===== config.mk =====
export PLATFORM = sky130hd
export DESIGN_NAME = bpfa_ctrl
export DESIGN_NICKNAME = d
export VERILOG_FILES = /design/src/design/bitmap_page_frame_allocator_assert.svh /design/src/design/bpfa_pkg.sv /design/src/design/bpfa_ctrl.sv
export SDC_FILE = /design/constraint.sdc
export NUM_CORES = 1
export LEC_CHECK = 0
export ABC_AREA = 0
export BUFFER_PORTS_ARGS = -buffer_cell sky130_fd_sc_hd__buf_2
export CORE_ASPECT_RATIO = 1.1
export CORE_MARGIN = 8
export CORE_UTILIZATION = 39
export DETAILED_ROUTE_END_ITERATION = 16
export PLACE_DENSITY_LB_ADDON = 0.2
export SLEW_MARGIN = 20
export SYNTH_ARGS = -nofsm -noshare
export SYNTH_HDL_FRONTEND = slang
export SYNTH_SLANG_ARGS = --single-unit

===== constraint.sdc =====
create_clock -name clk -period 1.5 [get_ports clk]
set_clock_uncertainty 0.2 [all_clocks]
set_input_delay 0 -clock clk [delete_from_list [all_inputs] [get_ports clk]]
set_output_delay 0 -clock clk [all_outputs]
set_load 0.05 [all_outputs]

===== src/design/bitmap_page_frame_allocator_assert.svh =====
// Assertion macros for the page frame allocator.
`ifndef BITMAP_PAGE_FRAME_ALLOCATOR_ASSERT_SVH
`define BITMAP_PAGE_FRAME_ALLOCATOR_ASSERT_SVH
`ifndef SYNTH
// Checked outside reset.
`define BPFA_ASSERT(lbl, prop, msg) \
  lbl: assert property (@(posedge clk) disable iff (rst) prop) else $error(msg);
// Checked at every edge, reset included.
`define BPFA_ASSERT_ALWAYS(lbl, prop, msg) \
  lbl: assert property (@(posedge clk) prop) else $error(msg);
`else
`define BPFA_ASSERT(lbl, prop, msg)
`define BPFA_ASSERT_ALWAYS(lbl, prop, msg)
`endif
`endif


===== src/design/bpfa_pkg.sv =====
// Shared constants and controller/datapath types for the page frame allocator.
package bpfa_pkg;
  localparam int ADDR_W = 48;
  localparam int OP_W   = 3;

  localparam logic [OP_W-1:0] OP_INIT      = 3'd0;
  localparam logic [OP_W-1:0] OP_MARK_USED = 3'd1;
  localparam logic [OP_W-1:0] OP_MARK_FREE = 3'd2;
  localparam logic [OP_W-1:0] OP_ALLOC     = 3'd3;
  localparam logic [OP_W-1:0] OP_FREE      = 3'd4;

  // write data selection for the bitmap store
  localparam logic [1:0] WS_ONES  = 2'd0;
  localparam logic [1:0] WS_RANGE = 2'd1;
  localparam logic [1:0] WS_ALLOC = 2'd2;
  localparam logic [1:0] WS_FREE  = 2'd3;

  typedef struct packed {
    logic       ld_item;
    logic       setup1;
    logic       setup2;
    logic       ptr_zero;
    logic       ptr_first;
    logic       ptr_inc;
    logic       mem_rd;
    logic       mem_wr;
    logic [1:0] wsel;
    logic       cnt_load;
    logic       cnt_dec;
    logic       cnt_inc;
    logic       alloc_hit;
    logic       set_oom;
    logic       res_load;
  } cmd_t;

  typedef struct packed {
    logic [OP_W-1:0] op;
    logic            skip;
    logic            free_beyond;
    logic            at_range_end;
    logic            at_last_word;
    logic            hit;
    logic            hit_zero;
    logic            out_free;
  } sts_t;
endpackage


===== src/design/bpfa_ctrl.sv =====
// Controller state machine sequencing the bitmap datapath.
module bpfa_ctrl (
  input  logic           clk,
  input  logic           rst,
  input  logic           in_valid,
  output logic           in_ready,
  input  bpfa_pkg::sts_t sts,
  output bpfa_pkg::cmd_t cmd
);
  localparam logic [3:0] S_BOOT     = 4'd0;
  localparam logic [3:0] S_IDLE     = 4'd1;
  localparam logic [3:0] S_SETUP1   = 4'd2;
  localparam logic [3:0] S_SETUP2   = 4'd3;
  localparam logic [3:0] S_CLEAR    = 4'd4;
  localparam logic [3:0] S_RNG_RD   = 4'd5;
  localparam logic [3:0] S_RNG_WR   = 4'd6;
  localparam logic [3:0] S_SCAN_RD  = 4'd7;
  localparam logic [3:0] S_SCAN_CHK = 4'd8;
  localparam logic [3:0] S_ALLOC_WR = 4'd9;
  localparam logic [3:0] S_FREE_RD  = 4'd10;
  localparam logic [3:0] S_FREE_WR  = 4'd11;
  localparam logic [3:0] S_FIN      = 4'd12;

  logic [3:0] state;
  logic [3:0] state_next;

  assign in_ready = (state == S_IDLE);

  always_comb begin
    cmd        = '0;
    state_next = state;
    case (state)
      S_BOOT, S_CLEAR: begin
        cmd.mem_wr = 1'b1;
        cmd.wsel   = bpfa_pkg::WS_ONES;
        if (sts.at_last_word) begin
          state_next = (state == S_BOOT) ? S_IDLE : S_FIN;
        end else begin
          cmd.ptr_inc = 1'b1;
        end
      end
      S_IDLE: begin
        if (in_valid) begin
          cmd.ld_item = 1'b1;
          state_next  = S_SETUP1;
        end
      end
      S_SETUP1: begin
        cmd.setup1 = 1'b1;
        state_next = S_SETUP2;
      end
      S_SETUP2: begin
        cmd.setup2 = 1'b1;
        case (sts.op)
          bpfa_pkg::OP_INIT: begin
            cmd.ptr_zero = 1'b1;
            cmd.cnt_load = 1'b1;
            state_next   = S_CLEAR;
          end
          bpfa_pkg::OP_MARK_USED, bpfa_pkg::OP_MARK_FREE: begin
            if (sts.skip) begin
              state_next = S_FIN;
            end else begin
              cmd.ptr_first = 1'b1;
              state_next    = S_RNG_RD;
            end
          end
          bpfa_pkg::OP_ALLOC: begin
            cmd.ptr_zero = 1'b1;
            state_next   = S_SCAN_RD;
          end
          bpfa_pkg::OP_FREE: begin
            if (sts.free_beyond) begin
              state_next = S_FIN;
            end else begin
              cmd.ptr_first = 1'b1;
              state_next    = S_FREE_RD;
            end
          end
          default: state_next = S_FIN;
        endcase
      end
      S_RNG_RD: begin
        cmd.mem_rd = 1'b1;
        state_next = S_RNG_WR;
      end
      S_RNG_WR: begin
        cmd.mem_wr = 1'b1;
        cmd.wsel   = bpfa_pkg::WS_RANGE;
        if (sts.at_range_end) begin
          state_next = S_FIN;
        end else begin
          cmd.ptr_inc = 1'b1;
          state_next  = S_RNG_RD;
        end
      end
      S_SCAN_RD: begin
        cmd.mem_rd = 1'b1;
        state_next = S_SCAN_CHK;
      end
      S_SCAN_CHK: begin
        if (sts.hit) begin
          if (sts.hit_zero) begin
            cmd.set_oom = 1'b1;
            state_next  = S_FIN;
          end else begin
            cmd.alloc_hit = 1'b1;
            cmd.cnt_dec   = 1'b1;
            state_next    = S_ALLOC_WR;
          end
        end else if (sts.at_last_word) begin
          cmd.set_oom = 1'b1;
          state_next  = S_FIN;
        end else begin
          cmd.ptr_inc = 1'b1;
          state_next  = S_SCAN_RD;
        end
      end
      S_ALLOC_WR: begin
        cmd.mem_wr = 1'b1;
        cmd.wsel   = bpfa_pkg::WS_ALLOC;
        state_next = S_FIN;
      end
      S_FREE_RD: begin
        cmd.mem_rd = 1'b1;
        state_next = S_FREE_WR;
      end
      S_FREE_WR: begin
        cmd.mem_wr  = 1'b1;
        cmd.wsel    = bpfa_pkg::WS_FREE;
        cmd.cnt_inc = 1'b1;
        state_next  = S_FIN;
      end
      S_FIN: begin
        if (sts.out_free) begin
          cmd.res_load = 1'b1;
          state_next   = S_IDLE;
        end
      end
      default: state_next = S_IDLE;
    endcase
  end

  always_ff @(posedge clk) begin
    if (rst) begin
      state <= S_BOOT;
    end else begin
      state <= state_next;
    end
  end
endmodule


# Word-level counts from Yosys, hierarchy flattened
# Index checks and enable logic that the tools add are counted.
word_totals:
  out_inout_bits: 17
  regBits: 4
classes:
  eq_ne: 19
  n_reduce_logical: 8
  muxes: 38
op_table:
  columns: ["op", "n"]
  rows:
  - ["$pmux 4 s11", 1]
  - ["$mux 4", 8]
  - ["$mux 1", 21]
  - ["$eq 4x4->1 const B", 5]
  - ["$eq 4x3->1 const B", 4]
  - ["$pmux 4 s4", 1]
  - ["$pmux 3 s4", 1]
  - ["$mux 3", 3]
  - ["$eq 4x2->1 const B", 2]
  - ["$reduce_or 2->1", 4]
  - ["$eq 3x2->1 const B", 2]
  - ["$ne 2x2->1 const B", 3]
  - ["$eq 4x1->1 const B", 1]
  - ["$logic_not 4->1", 1]
  - ["$eq 3x1->1 const B", 1]
  - ["$eq 3x3->1 const B", 1]
  - ["$logic_not 3->1", 1]
  - ["$pmux 1 s3", 1]
  - ["$reduce_and 3->1", 1]
  - ["$reduce_or 3->1", 1]
  - ["$mux 2", 1]
  - ["$pmux 1 s2", 1]

# Longest topological paths before layout
logic_depth:
  ltp_word: 4
  mapped_depth: 5
  depth_no_buf: 4

# Least setup slack after synthesis
# Ideal clock, no wire load.
synth_timing:
  path_type: "reg2out"
  startpoint: "register state[3]"
  endpoint: "output cmd[5] (netlist name)"
  path_buffers: 1
  arrival_time_ns: 2.490
  required_time_ns: 1.300
  stages_incl_launch_ff: 5
  path_slack_ns: -1.190
  cell_sequence: "dfxtp_1 buf_2 nor3_2 nand2_1 nor3_1"
synth_rtl:
  columns: ["element", "line", "source"]
  rows:
  - ["start, declared", "bpfa_ctrl.sv:24", "logic [3:0] state;"]
  - ["start signal, assigned", "bpfa_ctrl.sv:148", "state <= state_next;"]
  - ["end, declared", "bpfa_ctrl.sv:8", "output bpfa_pkg::cmd_t cmd"]

# Final worst setup path
layout_timing:
  startpoint: "register state[1]"
  endpoint: "register state[0]"
layout_between:
  elab_chain_len: 4
  word_cells_on_any_way: 22
  cone_classes: "eq/ne (15); mux (3); reduce/logical (4)"
layout_lines:
  columns: ["element", "line"]
  rows:
  - ["$logic_not 4->1 / $eq 4x3->1 (equally long branches)", "bpfa_ctrl.sv:32, bpfa_ctrl.sv:37"]
  - ["$mux 4 / $reduce_or 2->1 (equally long branches)", "bpfa_ctrl.sv:37, bpfa_ctrl.sv:32"]
  - ["$mux 4 / $ne 2x2->1 (equally long branches)", null]
  - ["$pmux 4 s11 / $reduce_and 3->1 (equally long branches)", null]
# Several ways; a longest one is shown, not always the timed one. The select of a mux whose other input is x is not followed.
# A chain may end at the register's enable or synchronous reset.

==> impl_metrics.toml <==
[detailed_routing]
via_count = 1019
first_pass_iters = 4
vias_per_cell = 6.41
routed_wl_um = 3380
wire_per_inst_um = 21.2
ant_nets = 0
drtIter0Drc = 46
drcViolationCount = 0

[layout]
fin_util_pct = 94.4
syn2layout_area_growth_pct = 123
final_cell_mix = "20 x buf_6, 18 x buf_4, 12 x buf_2"
final_common_cell = "buf_6"
largest_register_ffs = 4
drive_gt1_share_pct = 65.0
nets = 158
reg_top3 = "state (4)"
num_antenna_cells = 0
regMostFlops = "state"
num-fill-cells = 41
final_area_sq_um = 1310

[timing]
setup_slack_ps = -252
timing.final.crit_share_pct = 117
slew-limit-headroom_pct = 63.9
max_freq_mhz = 571
finalSetupTns_ps = -2990
setup_viol = 21
drv_slew = 0
rsz0062_at_grt = "yes"
worstMarginPinSlew_ps = 528
layout_min_cycle_time_ps = 1750
hold_viol = 0

[place]
gp_congestion = 0.892
port_buffers = 29
place_hpwl_um = 1570
place_area_sq_um = 925
pre_cts_slack_ps = -176

[floorplanning]
core_region_area_sq_um = 1380
io_pins = 30
die_y_um = 56.7
initial_core_util_pct = 42.4
die_w_um = 53.0
rows = 14
die_area_sq_um = 3000

[outcome]
violations = "negative setup slack"
status = "finished, violations left"

[logic_synthesis]
ys_warn_count = 0
synth_cell_types = 40
synth-async-reset-ratio_pct = 0
syn_nets = 97
synth_edf_count = 0
synth-seq-cells = 4
ys_seq_area_share_pct = 13.6
ys.flop_type = "dfxtp_1"
syn-cell-area_sq_um = 587
avgSynthCellArea_sq_um = 6.99
synthCells = 84

[global_routing]
grtUsageTotal_pct = 15.7
gr-total-overflow = 0
grt_pass1_vias = 857
antenna_found_initial = 0
grt_pass1_wl_um = 3790
grt_max_degree = 14

[worst_hold_path]
worst_hold_path_type = "in2reg"
whs_path_depth = 4

[power]
ir_worst_vdd_mv = 0.640
powerDensity_nw_per_um2 = 833
finalPower_mw = 1.09
leakagePower_nw = 0.568

[critical_path]
path_buf_inv = 0
crit_family = "simple AND/OR/NAND/NOR gates"
path_depth = 4
crit_type = "reg2reg"
critPathSlowestCell = "or4b_4"
rr_worst_depth = 4
worstSetupStartpointType = "flop"
critPathMaxStageDelay_ps = 560
path_cells = "or4b_4, o211ai_4, a31oi_1, a221oi_2"
end_kind = "flop"
cp_data_arrival_time_ps = 1690
crit_path_max_fanout = 4
required_ps = 1440

[clock_network]
clock_sinks = 4
clkTransAtPathRegs_ps = 40
insertion_delay_ps = 240
cts_htree_levels = 1
tritoncts = "done"
cts_buffers = 3
cts_buffer_depth = 2
root_buffer = "clkbuf_4"

[flow_run]
drv_cap = 0
## layout make-up
| type | instances | area [sq um] | share of cell area, % |
|---|---|---|---|
| Clock buffer | 3 | 22.5 | 1.72 |
| Inverter | 7 | 36.3 | 2.78 |
| Multi-Input combinational cell | 68 | 577 | 44.2 |
| Timing Repair Buffer | 61 | 566 | 43.3 |
| Sequential cell | 4 | 85.1 | 6.51 |
| Tap cell | 16 | 20.0 | 1.53 |
## where the power goes
group	leakage, nW	switching [mW]	internal, mW
logic	0.520	0.451	0.358
clock network	0.0138	0.0440	0.0894
registers	0.0344	0.0192	0.126
total	0.568	0.515	0.574
## worst reg2reg max path: stages (launching register included)
cell and delay (ps):
dfxtp_2 340, or4b_4 560, o211ai_4 240, a31oi_1 90
a221oi_2 220
## synth_stat cells, drive strengths merged (2+ instances only)
cell / count / share of area, %
a21oi: 3 / 2.6
a31oi: 3 / 3.2
and2: 2 / 2.1
and3b: 2 / 3.0
buf: 4 / 3.8
dfxtp: 4 / 14
inv: 7 / 4.5
nand2: 7 / 4.5
nand2b: 2 / 2.1
nand3: 3 / 2.6
nor2: 9 / 5.8
nor2b: 3 / 3.2
nor3: 3 / 3.4
nor4b: 2 / 5.5
o211ai: 3 / 4.7
o21ai: 4 / 3.4
o21bai: 2 / 2.6
o22ai: 2 / 2.1
or4: 2 / 2.6
## path summary, 6_finish.rpt
kind / end / slack [ps] / start
max: state[0]$_SDFFE_PP0P_ / -250 / state[1]$_SDFFE_PP0P_
min: state[2]$_SDFFE_PP0P_ / 50 / sts[3]
max reg2reg: state[0]$_SDFFE_PP0P_ / -250 / state[1]$_SDFFE_PP0P_
min reg2reg: state[2]$_SDFFE_PP0P_ / 480 / state[2]$_SDFFE_PP0P_
## metrics by stage
step	hold WS, ps	std cells
3_3_place_gp	12.5	141
5_1_grt	85.5	159
6_report	52.8	159
4_1_cts	16.9	151
2_1_floorplan	-141	84
3_5_place_dp	14.3	141
## layer usage
layer  part of all wire [%]  GRT usage [%]  up-vias
li1                       -              -      434
met1                     35           16.8      463
met2                     50           28.5       91
met3                    8.6           2.63       31
met4                    6.7           5.56        0
met5                      0              0        -
## cells by family (layout without fill, tap and decap cells)
group	count (synthesis)	after routing	share of synthesized area, %
adders and majority gates	1	1	1.71
buffers and inverters	12	71	8.96
xor gates and xnor gates	1	1	1.49
DFF	4	4	13.6
and+or+nand+nor	40	40	41.8
muxes	1	1	1.71
AOI/OAI and AO/OA	25	25	30.7
## repair_timing
action / CTS / global route
cloned: 0 / 0
buffers inserted: 3 / 8
setup endpoints to repair: 20 / 21
endpoints found under the hold margin: 4 / 0
hold buffers: 4 / 0
resized for setup: 45 / 27
pin swaps: 8 / 10
No activity file was read; power rests on OpenSTA's default activity.
